$ cat config.mk
export PLATFORM = sky130hd
export DESIGN_NAME = ascii85_stream_decoder
export DESIGN_NICKNAME = d
export VERILOG_FILES = /design/src/rtl/a85dec_pkg.sv /design/src/rtl/ascii85_stream_decoder.sv
export VERILOG_INCLUDE_DIRS = /design/src /design/src/rtl
export SDC_FILE = /design/constraint.sdc
export NUM_CORES = 1
export LEC_CHECK = 0
export ABC_AREA = 1
export BUFFER_PORTS_ARGS = -buffer_cell sky130_fd_sc_hd__buf_2
export CAP_MARGIN = 20
export CORE_ASPECT_RATIO = 0.6
export CORE_MARGIN = 1.5
export CORE_UTILIZATION = 35
export DETAILED_ROUTE_END_ITERATION = 12
export SYNTH_ARGS = -nofsm -noshare
export SYNTH_HDL_FRONTEND = slang
export SYNTH_SLANG_ARGS = --single-unit
$ cat constraint.sdc
create_clock -name clk_i -period 18.7 [get_ports clk_i]
set_input_delay 0 -clock clk_i [delete_from_list [all_inputs] [get_ports clk_i]]
set_output_delay 0 -clock clk_i [all_outputs]
set_load 0.03 [all_outputs]
$ cat src/rtl/assert_macros.svh
// Assertion helpers used by the RTL.
`ifndef ASSERT_MACROS_SVH
`define ASSERT_MACROS_SVH

// Property must hold at every clock edge outside reset.
`define ASSERT_AT(label, clk, rst_n, prop, msg) \
  label: assert property (@(posedge clk) disable iff (!rst_n) (prop)) else $error(msg);

// Expression must never be true outside reset.
`define ASSERT_NEVER(label, clk, rst_n, expr, msg) \
  `ASSERT_AT(label, clk, rst_n, !(expr), msg)

`endif

$ cat src/rtl/a85dec_pkg.sv
package a85dec_pkg;

  localparam int unsigned GrpW     = 27;        // holds up to 85^4 - 1
  localparam int unsigned AccW     = 33;        // holds up to 85^5 - 1
  localparam int unsigned PowW     = 20;        // holds 85^3

  localparam logic [7:0]  CharBias = 8'd33;
  localparam logic [7:0]  DigitMax = 8'd84;
  localparam logic [7:0]  CharZ    = 8'h7A;     // 'z'
  localparam logic [6:0]  Radix    = 7'd85;

  localparam logic [2:0]  GroupLen = 3'd5;
  localparam logic [2:0]  MinTail  = 3'd2;

  localparam logic [PowW-1:0] Pow1 = 20'd85;
  localparam logic [PowW-1:0] Pow2 = 20'd7225;
  localparam logic [PowW-1:0] Pow3 = 20'd614125;

  // Kind of result bundle produced by one character.
  typedef enum logic [1:0] {
    K_NONE,
    K_BYTES,
    K_PAD,
    K_ERR
  } kind_e;

  // 85^(5-n): weight of the padding digits for a tail of n digits.
  function automatic logic [PowW-1:0] pad_pow(input logic [2:0] n);
    logic [PowW-1:0] p;
    unique case (n)
      3'd2:    p = Pow3;
      3'd3:    p = Pow2;
      default: p = Pow1;
    endcase
    return p;
  endfunction

endpackage

$ cat src/rtl/ascii85_stream_decoder.sv
// Ascii85 stream decoder.
// Input channel: one character per word (char_in_i) with stream_last_i on
// the final character; accepted when in_valid_i is high and in_stall_o low.
// Output channel: one decoded byte per word with is_error_o, item_last_o
// and stream_end_o; taken when out_valid_o is high and out_stall_i low.
// Pipeline: input register -> digit accumulate / decode -> result register
// -> tail padding multiply -> output shift register. The first byte of an
// item goes from the input register via the result register to the output.
// Throughput: one character per cycle while characters only accumulate.
// An item yields k bytes (4 for a full group or 'z', n-1 for a tail of n
// digits, 1 for an error) and holds the output register until all k are
// taken, so the output port sets the rate; a full group of 5 gives 4 bytes.
// An error ends the stream's output; later characters up to the next
// stream_last_i are taken and dropped without results.
// Reset clears the pipeline valids, the group accumulator and the drop
// state. When the receiver stalls the output word holds, the stages behind
// it fill, and in_stall_o rises once the input register cannot drain.
`include "assert_macros.svh"

module ascii85_stream_decoder (
  input  logic       clk_i,
  input  logic       rst_ni,
  input  logic       in_valid_i,
  output logic       in_stall_o,
  input  logic [7:0] char_in_i,
  input  logic       stream_last_i,
  output logic       out_valid_o,
  input  logic       out_stall_i,
  output logic [7:0] byte_out_o,
  output logic       is_error_o,
  output logic       item_last_o,
  output logic       stream_end_o
);

  localparam int unsigned GrpW = a85dec_pkg::GrpW;
  localparam int unsigned AccW = a85dec_pkg::AccW;
  localparam int unsigned PowW = a85dec_pkg::PowW;

  // ---------------- input register
  logic       s1_vld_q;
  logic [7:0] s1_char_q;
  logic       s1_last_q;

  // ---------------- group state
  logic [2:0]      cnt_q, cnt_d;
  logic [GrpW-1:0] grp_q, grp_d;
  logic            disc_q, disc_d;

  // ---------------- result register
  logic              s2_vld_q;
  a85dec_pkg::kind_e s2_kind_q;
  logic [31:0]       s2_val_q;
  logic [2:0]        s2_nb_q;
  logic              s2_last_q;

  // ---------------- output shift register
  logic [31:0] word_q;
  logic [2:0]  rem_q;
  logic        err_q;
  logic        end_q;

  // Handshake plumbing
  logic in_acc, out_acc;
  logic s1_adv, s2_adv, s2_free, s3_free;

  // Stage 1 decode
  a85dec_pkg::kind_e s1_kind;
  logic [31:0]       s1_val;
  logic [2:0]        s1_nb;
  logic [7:0]        digit;
  logic [AccW-1:0]   acc;
  logic [2:0]        cnt_new;

  // Stage 2 padding
  logic [PowW-1:0]      pw;
  logic [GrpW+PowW-1:0] prod;
  logic [AccW-1:0]      padded;

  assign out_valid_o = (rem_q != 3'd0);
  assign out_acc     = out_valid_o && !out_stall_i;
  // Output register frees up when empty or on the take of its last byte.
  assign s3_free     = (rem_q == 3'd0) || ((rem_q == 3'd1) && !out_stall_i);
  assign s2_adv      = s2_vld_q && s3_free;
  assign s2_free     = !s2_vld_q || s2_adv;
  assign s1_adv      = s1_vld_q && ((s1_kind == a85dec_pkg::K_NONE) || s2_free);
  assign in_stall_o  = s1_vld_q && !s1_adv;
  assign in_acc      = in_valid_i && !in_stall_o;

  // Digit accumulate and group decision. acc < 85^5 fits 33 bits.
  assign digit   = s1_char_q - a85dec_pkg::CharBias;
  assign acc     = AccW'(grp_q) * AccW'(a85dec_pkg::Radix) + AccW'(digit);
  assign cnt_new = cnt_q + 3'd1;

  always_comb begin
    s1_kind = a85dec_pkg::K_NONE;
    s1_val  = 32'd0;
    s1_nb   = 3'd4;
    cnt_d   = cnt_q;
    grp_d   = grp_q;
    disc_d  = disc_q;
    if (disc_q) begin
      if (s1_last_q) begin
        disc_d = 1'b0;
        cnt_d  = 3'd0;
        grp_d  = '0;
      end
    end else if ((cnt_q == 3'd0) && (s1_char_q == a85dec_pkg::CharZ)) begin
      s1_kind = a85dec_pkg::K_BYTES;
    end else if (digit > a85dec_pkg::DigitMax) begin
      s1_kind = a85dec_pkg::K_ERR;
      cnt_d   = 3'd0;
      grp_d   = '0;
      disc_d  = !s1_last_q;
    end else if (cnt_new == a85dec_pkg::GroupLen) begin
      cnt_d = 3'd0;
      grp_d = '0;
      if (acc[AccW-1]) begin
        s1_kind = a85dec_pkg::K_ERR;
        disc_d  = !s1_last_q;
      end else begin
        s1_kind = a85dec_pkg::K_BYTES;
        s1_val  = acc[31:0];
      end
    end else if (s1_last_q) begin
      cnt_d = 3'd0;
      grp_d = '0;
      if (cnt_new < a85dec_pkg::MinTail) begin
        s1_kind = a85dec_pkg::K_ERR;
      end else begin
        // tail of cnt_new digits; value kept below 85^4
        s1_kind = a85dec_pkg::K_PAD;
        s1_val  = 32'(acc[GrpW-1:0]);
        s1_nb   = cnt_new - 3'd1;
      end
    end else begin
      cnt_d = cnt_new;
      grp_d = acc[GrpW-1:0];
    end
  end

  // Padding: v*85^m + (85^m - 1), m = 5 - n, n = bytes + 1.
  assign pw     = a85dec_pkg::pad_pow(s2_nb_q + 3'd1);
  assign prod   = s2_val_q[GrpW-1:0] * pw;
  assign padded = AccW'(prod) + AccW'(pw) - AccW'(1);

  always_ff @(posedge clk_i or negedge rst_ni) begin
    if (!rst_ni) begin
      s1_vld_q <= 1'b0;
      s2_vld_q <= 1'b0;
      rem_q    <= 3'd0;
      cnt_q    <= 3'd0;
      grp_q    <= '0;
      disc_q   <= 1'b0;
    end else begin
      // input register
      if (in_acc) begin
        s1_vld_q <= 1'b1;
      end else if (s1_adv) begin
        s1_vld_q <= 1'b0;
      end
      // group state moves only when the character is consumed
      if (s1_adv) begin
        cnt_q  <= cnt_d;
        grp_q  <= grp_d;
        disc_q <= disc_d;
      end
      // result register
      if (s1_adv && (s1_kind != a85dec_pkg::K_NONE)) begin
        s2_vld_q <= 1'b1;
      end else if (s2_adv) begin
        s2_vld_q <= 1'b0;
      end
      // output shift register
      if (s2_adv) begin
        case (s2_kind_q)
          a85dec_pkg::K_BYTES: begin
            rem_q <= s2_nb_q;
          end
          a85dec_pkg::K_PAD: begin
            rem_q <= padded[AccW-1] ? 3'd1 : s2_nb_q;
          end
          default: begin
            rem_q <= 3'd1;
          end
        endcase
      end else if (out_acc) begin
        rem_q <= rem_q - 3'd1;
      end
    end
  end

  // Payload registers
  always_ff @(posedge clk_i) begin
    if (in_acc) begin
      s1_char_q <= char_in_i;
      s1_last_q <= stream_last_i;
    end
    if (s1_adv && (s1_kind != a85dec_pkg::K_NONE)) begin
      s2_kind_q <= s1_kind;
      s2_val_q  <= s1_val;
      s2_nb_q   <= s1_nb;
      s2_last_q <= s1_last_q;
    end
    if (s2_adv) begin
      case (s2_kind_q)
        a85dec_pkg::K_BYTES: begin
          word_q <= s2_val_q;
          err_q  <= 1'b0;
          end_q  <= s2_last_q;
        end
        a85dec_pkg::K_PAD: begin
          if (padded[AccW-1]) begin
            word_q <= 32'd0;
            err_q  <= 1'b1;
            end_q  <= 1'b1;
          end else begin
            word_q <= padded[31:0];
            err_q  <= 1'b0;
            end_q  <= s2_last_q;
          end
        end
        default: begin
          word_q <= 32'd0;
          err_q  <= 1'b1;
          end_q  <= 1'b1;
        end
      endcase
    end else if (out_acc) begin
      word_q <= {word_q[23:0], 8'd0};
    end
  end

  assign byte_out_o   = word_q[31:24];
  assign is_error_o   = err_q;
  assign item_last_o  = (rem_q == 3'd1);
  assign stream_end_o = (rem_q == 3'd1) && end_q;

  // ---------------- checks
  `ASSERT_AT(a_err_word, clk_i, rst_ni,
    (out_valid_o && is_error_o) |-> (byte_out_o == 8'd0 && item_last_o && stream_end_o),
    "error word must be a zero byte closing the stream")
  `ASSERT_AT(a_drop_empty, clk_i, rst_ni,
    disc_q |-> (cnt_q == 3'd0 && grp_q == '0),
    "group must be clear while dropping input")
  `ASSERT_NEVER(a_cnt_range, clk_i, rst_ni,
    cnt_q > 3'd4 || (cnt_q == 3'd0 && grp_q != '0),
    "group count out of range or stale value at group start")
  `ASSERT_AT(a_drain, clk_i, rst_ni,
    (out_acc && rem_q == 3'd1 && !s2_adv) |=> !out_valid_o,
    "output must empty after its last byte is taken")

endmodule
==> results.py <==
metrics = {
    "yosys": {
        "synth_xor_area_share_pct": 2.63,
        "yosys_most_used_dff": "edfxtp_1",
        "synth_area_sq_um": 20700,
        "syn-num-nets": 3042,
        "synth.area.top_cells": "fa_1 30%, ha_1 18%, inv_1 12%, edfxtp_1 12%, nand2_1 7.5%",
        "yosys.area.top_type": "fa_1",
        "synth_compound_area_share_pct": 4.60,
        "synth-simple-area-share_pct": 15.1,
        "synthCells": 2428,
        "syn_avg_cell_area_sq_um": 8.51,
        "synth_cell_types": 46,
        "async_flop_share_pct": 30.8,
        "synth_top_cell_area_share_pct": 29.9,
        "yosysSeqAreaShare_pct": 16.1,
        "synth_edf_count": 81,
        "ys_warn_count": 0,
        "synth_top_family_by_area": "adder cells",
        "muxShareOfSynthArea_pct": 0,
        "ys_seq_elements": 117,
        "synthAdderAreaFrac_pct": 47.6,
    },
    "sta": {
        "fin_tns_setup_ps": 0,
        "worst_slack_ps": 9670,
        "finalMaxSlewViolations": 0,
        "finalSetupViolCount": 0,
        "min_period_ps": 9030,
        "hold_violations": 0,
        "slew_headroom_pct": 27.0,
        "finClkSkew_ps": 10.8,
        "grt_setup_unrepaired": "no",
        "period_share_pct": 48.3,
        "worst_slew_pin_slew_ps": 1090,
        "timing.fmax_mhz": 111,
    },
    "clock_network": {
        "cts_buffer_depth": 2,
        "clk_latency_ps": 420,
        "clk_pin_slew_ps": 60,
        "htree_levels": 4,
        "cts_buffers": 17,
        "cts_tree": "yes",
        "cts_root_buffer": "clkbuf_16",
        "clock-sinks": 117,
    },
    "global_routing": {
        "grt_max_degree": 39,
        "antenna_found_initial": 0,
        "track_usage_pct": 19.9,
        "grt_first_pass_wirelength_microns": 91700,
        "grt_pass1_vias": 16079,
        "overflow": 0,
    },
    "outcome": {
        "status": "finished clean",
    },
    "worst_hold_path": {
        "holdPathStages": 7,
        "holdCritStartpoint": "out_stall_i",
        "min_path_type": "in -> reg",
    },
    "worst_setup_path": {
        "crit_fanout": 29,
        "critPathKind": "reg -> reg",
        "cp.depth": 31,
        "path_buf_inv": 8,
        "worstSetupStartpointType": "flop",
        "cp_top_family": "adder cells",
        "crit_start": "s2_nb_q[0]$_SDFFCE_PP0P_",
        "critPathMaxStageDelay_ps": 740,
        "reg2reg_from": "s2_nb_q[0]$_SDFFCE_PP0P_",
        "critPathRequiredTime_ps": 18990,
        "cp_data_arrival_time_ps": 9320,
        "end_kind": "flop",
        "worst_r2r_path_depth": 31,
        "worst_path_max_delay_cell": "nor2_1",
    },
    "die": {
        "ios": 26,
        "coreArea_sq_um": 57900,
        "die-area_sq_um": 60600,
        "die_h_microns": 191,
        "die_w_microns": 317,
        "start_util_pct": 35.7,
        "rows": 68,
    },
    "route": {
        "num_vias": 15609,
        "drtPass1Iterations": 5,
        "wire_per_inst_microns": 17.8,
        "dr.first_iter.drc_count": 1441,
        "drt-total-wl_microns": 57500,
        "via_per_inst": 4.84,
        "drc": 0,
        "ant_nets": 0,
    },
    "placed_design": {
        "dp_hpwl_microns": 50100,
        "io_buffers": 25,
        "gp_congestion": 0.951,
        "detailedPlace.worstSlack_ps": 9870,
    },
    "cells_and_area": {
        "mostFrequentLayoutCells": "686 x inv_1, 411 x nand2_1, 309 x fa_1",
        "final_common_cell": "inv_1",
        "drive_above_1_share_pct": 3.50,
        "finalNetCount": 3058,
        "area_growth_pct": 7.72,
        "n_antenna_cell": 0,
    },
    "job": {
        "maxCapViolCount": 0,
    },
}
## layer usage
| metal | up-vias | routed length (microns) | global-route usage (%) |
|---|---|---|---|
| met2 | 616 | 21100 | 25.4 |
| met1 | 7597 | 29400 | 31.8 |
| met3 | 34 | 6560 | 7.27 |
| met5 | - | 0 | 0 |
| met4 | 0 | 378 | 2.16 |
| li1 | 7362 | - | - |
## repair_timing
action | 4_1_cts | 5_1_grt
gates resized for setup | 0 | 0
endpoints found under the hold margin | 46 | 0
hold buffers | 11 | 0
buffers inserted | 0 | 0
## synthesized netlist by cell type (3+ instances only)
cell type,instances
a21oi_1,82
nand2_1,411
o31ai_1,3
fa_1,309
dfrtp_1,36
ha_1,292
nand3_1,62
inv_1,686
o21bai_1,5
nor4_1,3
clkbuf_1,21
edfxtp_1,81
buf_6,7
a31oi_1,4
nand2_4,3
buf_2,4
o21ai_1,19
nor2_1,176
a21o_1,10
xor2_1,29
o21ai_0,46
inv_2,3
or2_2,3
nand2_2,4
nand3b_1,6
o21a_1,3
nand4_1,41
xnor2_1,33
nor3_1,10
buf_4,12
## area by class of cell
class                           instances  area (sq um)
Multi-Input combinational cell       1574         14500
Fill cell                            5863         35700
Tap cell                              770           963
Sequential cell                       117          3330
Inverter                              691          2590
Clock inverter                         12           153
Clock buffer                           20           447
Timing Repair Buffer                   43           308
## tightest hold or removal path: stages
cell     delay, ps
buf_2          120
inv_1           50
nand2_1         40
nand2_1         70
nor2_1          80
inv_1           60
nand2_1         40
## final timing paths
check | end | slack [ps]
max in group asynchronous | grp_q[1]$_DFFE_PN0P_ | 17800
min | s2_vld_q$_DFFE_PN0P_ | 80
max reg2reg | word_q[24]$_DFFE_PP_ | 9670
min reg2reg | cnt_q[2]$_DFFE_PN0P_ | 530
max | word_q[24]$_DFFE_PP_ | 9670
min in group asynchronous | grp_q[25]$_DFFE_PN0P_ | 260
## cells by family (layout without fill, tap and decap cells)
| family | Yosys count | after routing |
|---|---|---|
| xor+xnor | 62 | 62 |
| compound gates | 176 | 176 |
| flops | 117 | 117 |
| simple gates | 735 | 735 |
| buf+inv | 737 | 766 |
| fa+ha+maj | 601 | 601 |
## registers in the layout (all words and copies together), names as in the netlist
name and flops:
s2_last_q 1, s1_char_q 8, cnt_q 3, grp_q 27
rem_q 3, s2_kind_q 2, s2_nb_q 3, s2_vld_q 1
is_error_o 1, disc_q 1, s1_last_q 1, word_q 32
s2_val_q 32, end_q 1, s1_vld_q 1
## metrics by stage
stage	hold slack, ps	cell area, sq um	utilization, %	cells
CTS	69.3	22200	38.4	3226
global placement	180	21500	37.1	3183
finish	84.0	22300	38.4	3227
global route	152	22300	38.4	3227
floorplan	-296	20700	-	2428
detailed placement	178	21500	37.1	3183
Power is not shown: default switching activity piles up to over one toggle a cycle in this logic, so the estimate is an artifact.
